==> config.mk <==
export PLATFORM = sky130hd
export DESIGN_NAME = page_table_manager_core
export DESIGN_NICKNAME = d
export VERILOG_FILES = /design/src/design/ptm_pkg.sv /design/src/design/page_table_manager_core.sv
export SDC_FILE = /design/constraint.sdc
export NUM_CORES = 2
export LEC_CHECK = 0
export BUFFER_PORTS_ARGS = -buffer_cell sky130_fd_sc_hd__buf_2
export CORE_UTILIZATION = 45
export CTS_CLUSTER_DIAMETER = 30
export DETAILED_ROUTE_END_ITERATION = 8
export PLACE_DENSITY = 0.68
export SLEW_MARGIN = 20
export SYNTH_ARGS = -nofsm -noshare
export SYNTH_HDL_FRONTEND = slang
export SYNTH_SLANG_ARGS = --single-unit
==> constraint.sdc <==
create_clock -name clk -period 7.5 [get_ports clk]
set_input_delay 0.375 -clock clk [delete_from_list [all_inputs] [get_ports clk]]
set_output_delay 0.375 -clock clk [all_outputs]
set_load 0.03 [all_outputs]
==> src/design/ptm_pkg.sv <==
package ptm_pkg;

    localparam int PAGE_W  = 8;
    localparam int FRAME_W = 6;
    localparam int PAGES   = 1 << PAGE_W;
    localparam int FRAMES  = 1 << FRAME_W;
    localparam int CNT_W   = FRAME_W + 1;
    localparam int ADDR_W  = 3;

    localparam logic [ADDR_W-1:0] REG_NUM_FRAMES = 3'd0;
    localparam logic [CNT_W-1:0]  NUM_FRAMES_RST = CNT_W'(FRAMES);

    typedef enum logic [2:0] {
        OP_INSERT     = 3'd0,
        OP_LOOKUP     = 3'd1,
        OP_REMOVE     = 3'd2,
        OP_INVALIDATE = 3'd3,
        OP_REPLACE    = 3'd4
    } op_t;

    typedef enum logic [2:0] {
        STAT_OK        = 3'd0,
        STAT_BAD_FRAME = 3'd1,
        STAT_FULL      = 3'd2,
        STAT_BUSY      = 3'd3,
        STAT_MAPPED    = 3'd4,
        STAT_FAULT     = 3'd5
    } status_t;

    typedef enum logic [1:0] {
        ST_IDLE,
        ST_EVAL,
        ST_REP_RD,
        ST_REP_CHK
    } ptm_state_t;

    typedef struct packed {
        logic               present;
        logic               valid;
        logic [FRAME_W-1:0] frame;
    } entry_t;

endpackage

==> src/design/page_table_manager_core.sv <==
// Direct-indexed page table, one entry per page, kept in a synchronous
// 256-entry memory with a registered read, plus a 64-frame used bitmap,
// an entry count and a 32-bit counter of successful inserts. An operation is
// taken when start is high and busy is low; its result appears on status,
// frame_out, hit and insert_count for exactly one cycle with done high and
// must be captured then, since the block cannot be stalled. Insert, lookup,
// remove, invalidate and unused kinds do one memory read, then a check and,
// where needed, a write back. A replace whose old page is present and valid
// reads and writes the old page entry before it reads the new one through
// the same port, then checks the new one and writes it if the check passes;
// any other replace ends after its first check. A new operation may be
// started in the cycle that done is high. No clearing pass is needed after reset.
module page_table_manager_core (
    input  logic                          clk,
    input  logic                          rst_n,
    input  logic                          start,
    output logic                          busy,
    input  logic [2:0]                    kind,
    input  logic [ptm_pkg::PAGE_W-1:0]    page,
    input  logic [ptm_pkg::FRAME_W-1:0]   frame,
    input  logic [ptm_pkg::PAGE_W-1:0]    old_page,
    output logic                          done,
    output logic [2:0]                    status,
    output logic [ptm_pkg::FRAME_W-1:0]   frame_out,
    output logic                          hit,
    output logic [31:0]                   insert_count,
    input  logic                          psel,
    input  logic                          penable,
    input  logic                          pwrite,
    input  logic [ptm_pkg::ADDR_W-1:0]    paddr,
    input  logic [31:0]                   pwdata,
    output logic [31:0]                   prdata,
    output logic                          pready
);
    import ptm_pkg::*;

    ptm_state_t          state_reg, state_next;
    logic [2:0]          kind_reg;
    logic [PAGE_W-1:0]   page_reg;
    // old page address of a replace is held beside the new one
    logic [PAGE_W-1:0]   old_page_reg;
    logic [FRAME_W-1:0]  frame_reg;
    logic [FRAME_W-1:0]  rep_frame_reg, rep_frame_next;

    logic [CNT_W-1:0]    num_frames_reg;
    logic [CNT_W-1:0]    lim;

    entry_t              mem [PAGES];
    logic [PAGES-1:0]    written_reg;
    entry_t              rd_data_reg;
    logic                rd_ok_reg;
    entry_t              seen;
    logic [PAGE_W-1:0]   rd_addr;
    logic                mem_we;
    logic [PAGE_W-1:0]   mem_waddr;
    entry_t              mem_wdata;

    logic [FRAMES-1:0]   used_reg, used_next;
    logic [CNT_W-1:0]    cnt_reg, cnt_next;
    logic [31:0]         ins_cnt_reg, ins_cnt_next;

    logic                done_reg, done_next;
    status_t             status_reg, status_next;
    logic [FRAME_W-1:0]  fout_reg, fout_next;
    logic                hit_reg, hit_next;

    logic [FRAME_W-1:0]  ins_frame;
    status_t             ins_status;
    logic                cfg_wr;

    assign busy         = (state_reg != ST_IDLE);
    assign done         = done_reg;
    assign status       = status_reg;
    assign frame_out    = fout_reg;
    assign hit          = hit_reg;
    assign insert_count = ins_cnt_reg;

    // configuration port
    assign pready = 1'b1;
    assign cfg_wr = psel && penable && pwrite;
    assign prdata = (paddr == REG_NUM_FRAMES) ? {{(32-CNT_W){1'b0}}, num_frames_reg} : 32'd0;
    assign lim    = (num_frames_reg > CNT_W'(FRAMES)) ? CNT_W'(FRAMES) : num_frames_reg;

    always_ff @(posedge clk or negedge rst_n)
    begin
        if (!rst_n)
        begin
            num_frames_reg <= NUM_FRAMES_RST;
        end
        else if (cfg_wr && paddr == REG_NUM_FRAMES)
        begin
            num_frames_reg <= pwdata[CNT_W-1:0];
        end
    end

    // page entry memory
    assign rd_addr = (state_reg == ST_IDLE)
                     ? ((kind == OP_REPLACE) ? old_page : page)
                     : page_reg;
    assign seen    = rd_ok_reg ? rd_data_reg : '0;

    always_ff @(posedge clk)
    begin
        if (mem_we)
        begin
            mem[mem_waddr] <= mem_wdata;
        end
        rd_data_reg <= mem[rd_addr];
    end

    always_ff @(posedge clk or negedge rst_n)
    begin
        if (!rst_n)
        begin
            written_reg <= '0;
            rd_ok_reg   <= 1'b0;
        end
        else
        begin
            rd_ok_reg <= written_reg[rd_addr];
            if (mem_we)
            begin
                written_reg[mem_waddr] <= 1'b1;
            end
        end
    end

    // insert checks, shared by insert and the second half of replace
    assign ins_frame = (state_reg == ST_REP_CHK) ? rep_frame_reg : frame_reg;

    always_comb
    begin
        if ({1'b0, ins_frame} >= lim)
        begin
            ins_status = STAT_BAD_FRAME;
        end
        else if (cnt_reg >= lim)
        begin
            ins_status = STAT_FULL;
        end
        else if (used_reg[ins_frame])
        begin
            ins_status = STAT_BUSY;
        end
        else if (seen.present)
        begin
            ins_status = STAT_MAPPED;
        end
        else
        begin
            ins_status = STAT_OK;
        end
    end

    always_comb
    begin
        state_next     = state_reg;
        rep_frame_next = rep_frame_reg;
        mem_we         = 1'b0;
        mem_waddr      = page_reg;
        mem_wdata      = '0;
        used_next      = used_reg;
        cnt_next       = cnt_reg;
        ins_cnt_next   = ins_cnt_reg;
        done_next      = 1'b0;
        status_next    = STAT_FAULT;
        fout_next      = '0;
        hit_next       = 1'b0;
        case (state_reg)
            ST_IDLE:
            begin
                if (start)
                begin
                    state_next = ST_EVAL;
                end
            end
            ST_EVAL:
            begin
                state_next = ST_IDLE;
                done_next  = 1'b1;
                case (kind_reg)
                    OP_INSERT:
                    begin
                        status_next = ins_status;
                        if (ins_status == STAT_OK)
                        begin
                            mem_we               = 1'b1;
                            mem_wdata            = '{present: 1'b1, valid: 1'b1, frame: ins_frame};
                            used_next[ins_frame] = 1'b1;
                            cnt_next             = cnt_reg + CNT_W'(1);
                            ins_cnt_next         = ins_cnt_reg + 32'd1;
                            fout_next            = ins_frame;
                        end
                    end
                    OP_LOOKUP:
                    begin
                        if (seen.present && seen.valid)
                        begin
                            status_next = STAT_OK;
                            fout_next   = seen.frame;
                            hit_next    = 1'b1;
                        end
                    end
                    OP_REMOVE:
                    begin
                        if (seen.present)
                        begin
                            mem_we                = 1'b1;
                            used_next[seen.frame] = 1'b0;
                            if (cnt_reg != '0)
                            begin
                                cnt_next = cnt_reg - CNT_W'(1);
                            end
                            status_next = STAT_OK;
                        end
                    end
                    OP_INVALIDATE:
                    begin
                        if (seen.present)
                        begin
                            mem_we      = 1'b1;
                            mem_wdata   = '{present: 1'b1, valid: 1'b0, frame: seen.frame};
                            status_next = STAT_OK;
                        end
                    end
                    OP_REPLACE:
                    begin
                        if (seen.present)
                        begin
                            // evict the old page first
                            mem_we                = 1'b1;
                            mem_waddr             = old_page_reg;
                            used_next[seen.frame] = 1'b0;
                            if (cnt_reg != '0)
                            begin
                                cnt_next = cnt_reg - CNT_W'(1);
                            end
                            if (seen.valid)
                            begin
                                rep_frame_next = seen.frame;
                                state_next     = ST_REP_RD;
                                done_next      = 1'b0;
                            end
                        end
                    end
                    default:
                    begin
                        status_next = STAT_FAULT;
                    end
                endcase
            end
            ST_REP_RD:
            begin
                state_next = ST_REP_CHK;
            end
            ST_REP_CHK:
            begin
                state_next  = ST_IDLE;
                done_next   = 1'b1;
                status_next = ins_status;
                if (ins_status == STAT_OK)
                begin
                    mem_we               = 1'b1;
                    mem_wdata            = '{present: 1'b1, valid: 1'b1, frame: ins_frame};
                    used_next[ins_frame] = 1'b1;
                    cnt_next             = cnt_reg + CNT_W'(1);
                    ins_cnt_next         = ins_cnt_reg + 32'd1;
                    fout_next            = ins_frame;
                end
            end
            default:
            begin
                state_next = ST_IDLE;
            end
        endcase
    end

    always_ff @(posedge clk)
    begin
        if (state_reg == ST_IDLE && start)
        begin
            kind_reg     <= kind;
            page_reg     <= page;
            frame_reg    <= frame;
            old_page_reg <= old_page;
        end
        rep_frame_reg <= rep_frame_next;
        fout_reg      <= fout_next;
        hit_reg       <= hit_next;
        status_reg    <= status_next;
    end

    always_ff @(posedge clk or negedge rst_n)
    begin
        if (!rst_n)
        begin
            state_reg   <= ST_IDLE;
            used_reg    <= '0;
            cnt_reg     <= '0;
            ins_cnt_reg <= '0;
            done_reg    <= 1'b0;
        end
        else
        begin
            state_reg   <= state_next;
            used_reg    <= used_next;
            cnt_reg     <= cnt_next;
            ins_cnt_reg <= ins_cnt_next;
            done_reg    <= done_next;
        end
    end

    // checks
    a_cnt_bound: assert property (@(posedge clk) disable iff (!rst_n)
        cnt_reg <= CNT_W'(FRAMES))
        else $error("entry count above frame total");

    a_cnt_matches_map: assert property (@(posedge clk) disable iff (!rst_n)
        state_reg == ST_IDLE |-> cnt_reg == CNT_W'($countones(used_reg)))
        else $error("entry count differs from used frames");

    a_hit_ok: assert property (@(posedge clk) disable iff (!rst_n)
        done_reg && hit_reg |-> status_reg == STAT_OK)
        else $error("hit without ok status");

    a_done_after_work: assert property (@(posedge clk) disable iff (!rst_n)
        done_reg |-> $past(state_reg == ST_EVAL || state_reg == ST_REP_CHK))
        else $error("result without a finished operation");

    a_insert_step: assert property (@(posedge clk) disable iff (!rst_n)
        !done_reg |-> ins_cnt_reg == $past(ins_cnt_reg) || $past(!rst_n))
        else $error("insert counter moved without a result");

endmodule
==> flow_results.org <==
** Outcome
- Outcome :: finished with violations
- Violations in the final reports :: design-rule violations

** Worst setup path
- Worst-path maximum fanout :: 54
- Kind of end point of the critical path :: flop
- The setup path with the least slack is of type flop to flop.
- Following the worst setup path forward leads to its endpoint at written_reg[127].
- Register-to-register setup slack :: 1.30 ns
- The worst register-to-register path begins at state_reg[0].
- Startpoint of the most critical setup path :: state_reg[0]
- The number of cells on the worst reg-to-reg path is 17.
- Data required time of the worst path :: 8.34 ns
- Endpoint of the worst-slack reg-to-reg timing path :: written_reg[127]
- Worst EP arrival :: 7.04 ns
- Category of the worst setup path launch point :: flop

** Power and ir drop
- For this design the static power due to leakage is 46.5 nW.
- Overall Power :: 54.5 mW
- Maximum VDD drop :: 0.000359 V
- Areal power density over the cells :: 433 mW/mm2

** Synth
- After synthesis, the share of flip-flops with an asynchronous set or reset is 0.150.
- Number of synthesized flops with an enable pin :: 2079
- Ranked by total cell area, the synthesized netlist is headed by sky130_fd_sc_hd__edfxtp_1 (60%), sky130_fd_sc_hd__dfrtp_1 (8.9%), sky130_fd_sc_hd__nand2_1 (6.4%).
- Among all cell types in the netlist, the one instantiated most often is sky130_fd_sc_hd__edfxtp_1.
- Ranking of synthesized cells by instance count :: sky130_fd_sc_hd__edfxtp_1 (2079), sky130_fd_sc_hd__nand2_1 (1759), sky130_fd_sc_hd__nand3_1 (755)
- Counting every instance in the synthesized netlist gives 8289.
- The cell area that synthesis handed to floorplanning was 0.104 mm2.
- Total of flip-flops plus latches after synthesis :: 2467
- Leading register cell type out of synthesis :: sky130_fd_sc_hd__edfxtp_1
- The Yosys step of the flow raised 0 warnings.
- The biggest area contributor in the post-synthesis netlist is sky130_fd_sc_hd__edfxtp_1.
- The share of synthesized area in the top cell type comes to 0.603.
- Part of the Yosys area used for sequential elements :: 0.695
- Syn avg cell area :: 12.5 um2
- Synth cell types :: 90

** Clock tree
- Number of sinks on the clock net :: 2467
- Clock tree from TritonCTS :: built
- TritonCTS created 464 clock buffers.
- Maximum count of clock buffers along a single path :: 4
- H-tree depth :: 5
- Source-to-sink clock delay at the later pin of the worst-skew pair :: 1.00 ns
- In this run the clock root is driven by a sky130_fd_sc_hd__clkbuf_16.
- Worst-path clk slew :: 0.06 ns

** Timing
- Period minus WS final :: 6.20 ns
- The final count of hold timing violations is 0.
- Of the available clock period, the critical path in the final layout requires 0.826.
- Maximum clock skew at final layout :: 0.0802 ns
- At the pin with the least slew margin, the transition time is 1.38 ns.
- The worst pin sits at a relative slew slack of 0.0829.
- Setup violations remaining at the end of the flow were counted as 0.
- Max-slew violation total from the final report :: 0
- Setup repair after global routing left no endpoint under its margin.
- In the final timing run, aggregate negative setup slack is 0 ns.
- Across all hold checks on the routed design, the worst slack comes to 0.0366 ns.
- Achievable Freq :: 161 MHz

** Finish
- Once layout is complete, the utilization of the core stands at 0.552.
- In the final design database the tool counted 8840 nets.
- Filler cell count in the final layout :: 17900
- The register with the most flip-flops in the layout has 2048 of them.
- Share of post-route cells with drive strength above 1 :: 0.182
- Compared with the post-synthesis result, the final layout area differs by 21.5%.

** Global routing
- The first global-routing pass estimated 518000 um of wire.
- In the global route stage, overall resource usage came out at 0.307.
- Largest net degree at the start of global routing :: 154
- Grt total ovfl :: 0
- Number of global-route vias before repair :: 74400
- Initial antenna violation count :: 18

** Drt
- The first TritonRoute pass finished after 9 iterations.
- After detailed routing, the number of vias per cell comes to 6.41.
- In this run, the number of DRC markers left after iteration 0 of detailed routing was 12400.
- The count of nets left with antenna violations once routing finished came out at 0.
- After detailed routing, the average wire length per cell comes to 29.7 um.
- Final wirelength :: 361000 um
- Via count :: 78100
- After detailed routing, the number of remaining DRC violations is 1.

** Placed design
- Buffers on Ports :: 91
- Routability-driven placement finished with a final weighted congestion of 1.07.
- Detailed placement ended at an HPWL of 220000 um.

** Floorplan
- The floorplan step set the die width to 482 um.
- The floorplan step set the die height to 482 um.
- Starting density of the core :: 0.454
- Number of cell rows :: 175
- Core box area :: 0.228 mm2
- Pin placement for this block handled 143 I/O pins.
- Overall die area :: 0.232 mm2

** Run
- Max-Cap Viols :: 0

** Min path
- The tightest min-delay check is of the input pin to asynchronous set/reset pin type.
-- per-stage QoR --
step                      std cells  cell area [um2]  setup slack (ns)
final                         12200           126000              1.30
after global routing          12200           126000              1.08
after CTS                     12200           126000              1.56
after detailed placement      11300           110000              1.59
after global placement        11300           110000              1.61
after floorplan                8313           104000             0.307
-- final cells by class --
type | count | area (um2) | area share
sequential | 2467 | 72100 | 0.572
multi-input combinational | 5211 | 29200 | 0.232
timing repair buffer | 596 | 4990 | 0.0397
tap | 3009 | 3760 | 0.0299
antenna | 24 | 60.1 | 0.000477
clock inverter | 295 | 3340 | 0.0265
clock buffer | 559 | 12400 | 0.0988
inverter | 17 | 71.3 | 0.000566
-- logic make-up after synthesis --
kind of cell / synth area share
flops: 0.695
mux: 0.0232
xor+xnor: 0.00321
fa+ha+maj: 0.00205
other cells: 0.0000725
simple gates: 0.153
buf+inv: 0.0280
compound gates: 0.0947
-- critical path, cell delays in order (launching register included) --
cell,delay [ns]
sky130_fd_sc_hd__dfrtp_1,0.55
sky130_fd_sc_hd__buf_4,0.36
sky130_fd_sc_hd__and3_1,0.22
sky130_fd_sc_hd__a21oi_1,0.05
sky130_fd_sc_hd__buf_4,0.24
sky130_fd_sc_hd__inv_1,0.32
sky130_fd_sc_hd__buf_4,0.31
sky130_fd_sc_hd__a221oi_1,0.08
sky130_fd_sc_hd__nor2_1,0.16
sky130_fd_sc_hd__nor4_1,0.11
sky130_fd_sc_hd__o41a_1,0.45
sky130_fd_sc_hd__and3_1,0.23
sky130_fd_sc_hd__a22oi_2,0.94
sky130_fd_sc_hd__buf_4,0.68
sky130_fd_sc_hd__buf_4,0.58
sky130_fd_sc_hd__nor3_1,0.20
sky130_fd_sc_hd__buf_4,0.22
sky130_fd_sc_hd__or2_2,0.28
-- metal layers --
metal | vias up | GRT usage | part of all wire
li1 | 32200 | - | -
met1 | 38300 | 0.395 | 0.35
met3 | 1279 | 0.110 | 0.15
met5 | - | 0.00145 | 0.00063
met2 | 6329 | 0.443 | 0.43
met4 | 14 | 0.182 | 0.068
-- layout by cell type, fill, tap and decap left out, types with 90 or more instances in the layout --
cell type                   Yosys  routed
sky130_fd_sc_hd__a21oi_1      330     328
sky130_fd_sc_hd__a221o_1       99      98
sky130_fd_sc_hd__a221oi_1      96      95
sky130_fd_sc_hd__a31oi_1      170     165
sky130_fd_sc_hd__and3_1       152     152
sky130_fd_sc_hd__buf_2        202      90
sky130_fd_sc_hd__buf_4         53     418
sky130_fd_sc_hd__clkbuf_16      0     471
sky130_fd_sc_hd__dfrtp_1      369     369
sky130_fd_sc_hd__edfxtp_1    2079    2079
sky130_fd_sc_hd__mux2i_1      108     108
sky130_fd_sc_hd__nand2_1     1759    1752
sky130_fd_sc_hd__nand3_1      755     753
sky130_fd_sc_hd__nor2_1       113     101
sky130_fd_sc_hd__nor3_1       272     256
sky130_fd_sc_hd__o21ai_0      301     299
sky130_fd_sc_hd__or2_2        189     189
-- how the worst min path moves through the flow --
stage	start	endpoint
floorplan	rst_n	asynchronous set/reset pin
global placement	written_reg[243]	written_reg[243]
detailed placement	written_reg[200]	written_reg[200]
CTS	penable	num_frames_reg[5]
global route	penable	num_frames_reg[3]
finish	rst_n	written_reg[149]
-- report_power, final --
| group | total [mW] | internal [mW] | switching [mW] |
|---|---|---|---|
| combinational | 17.4 | 4.48 | 12.9 |
| clock | 20.9 | 13.8 | 7.05 |
| sequential | 16.2 | 15.9 | 0.342 |
| total | 54.5 | 34.2 | 20.3 |
-- what timing repair did --
item	CTS	global route
hold buffers	36	0
buffers inserted	0	0
endpoints found under the hold margin	116	0
gates resized for setup	0	0
(Power assumes the default switching activity.)
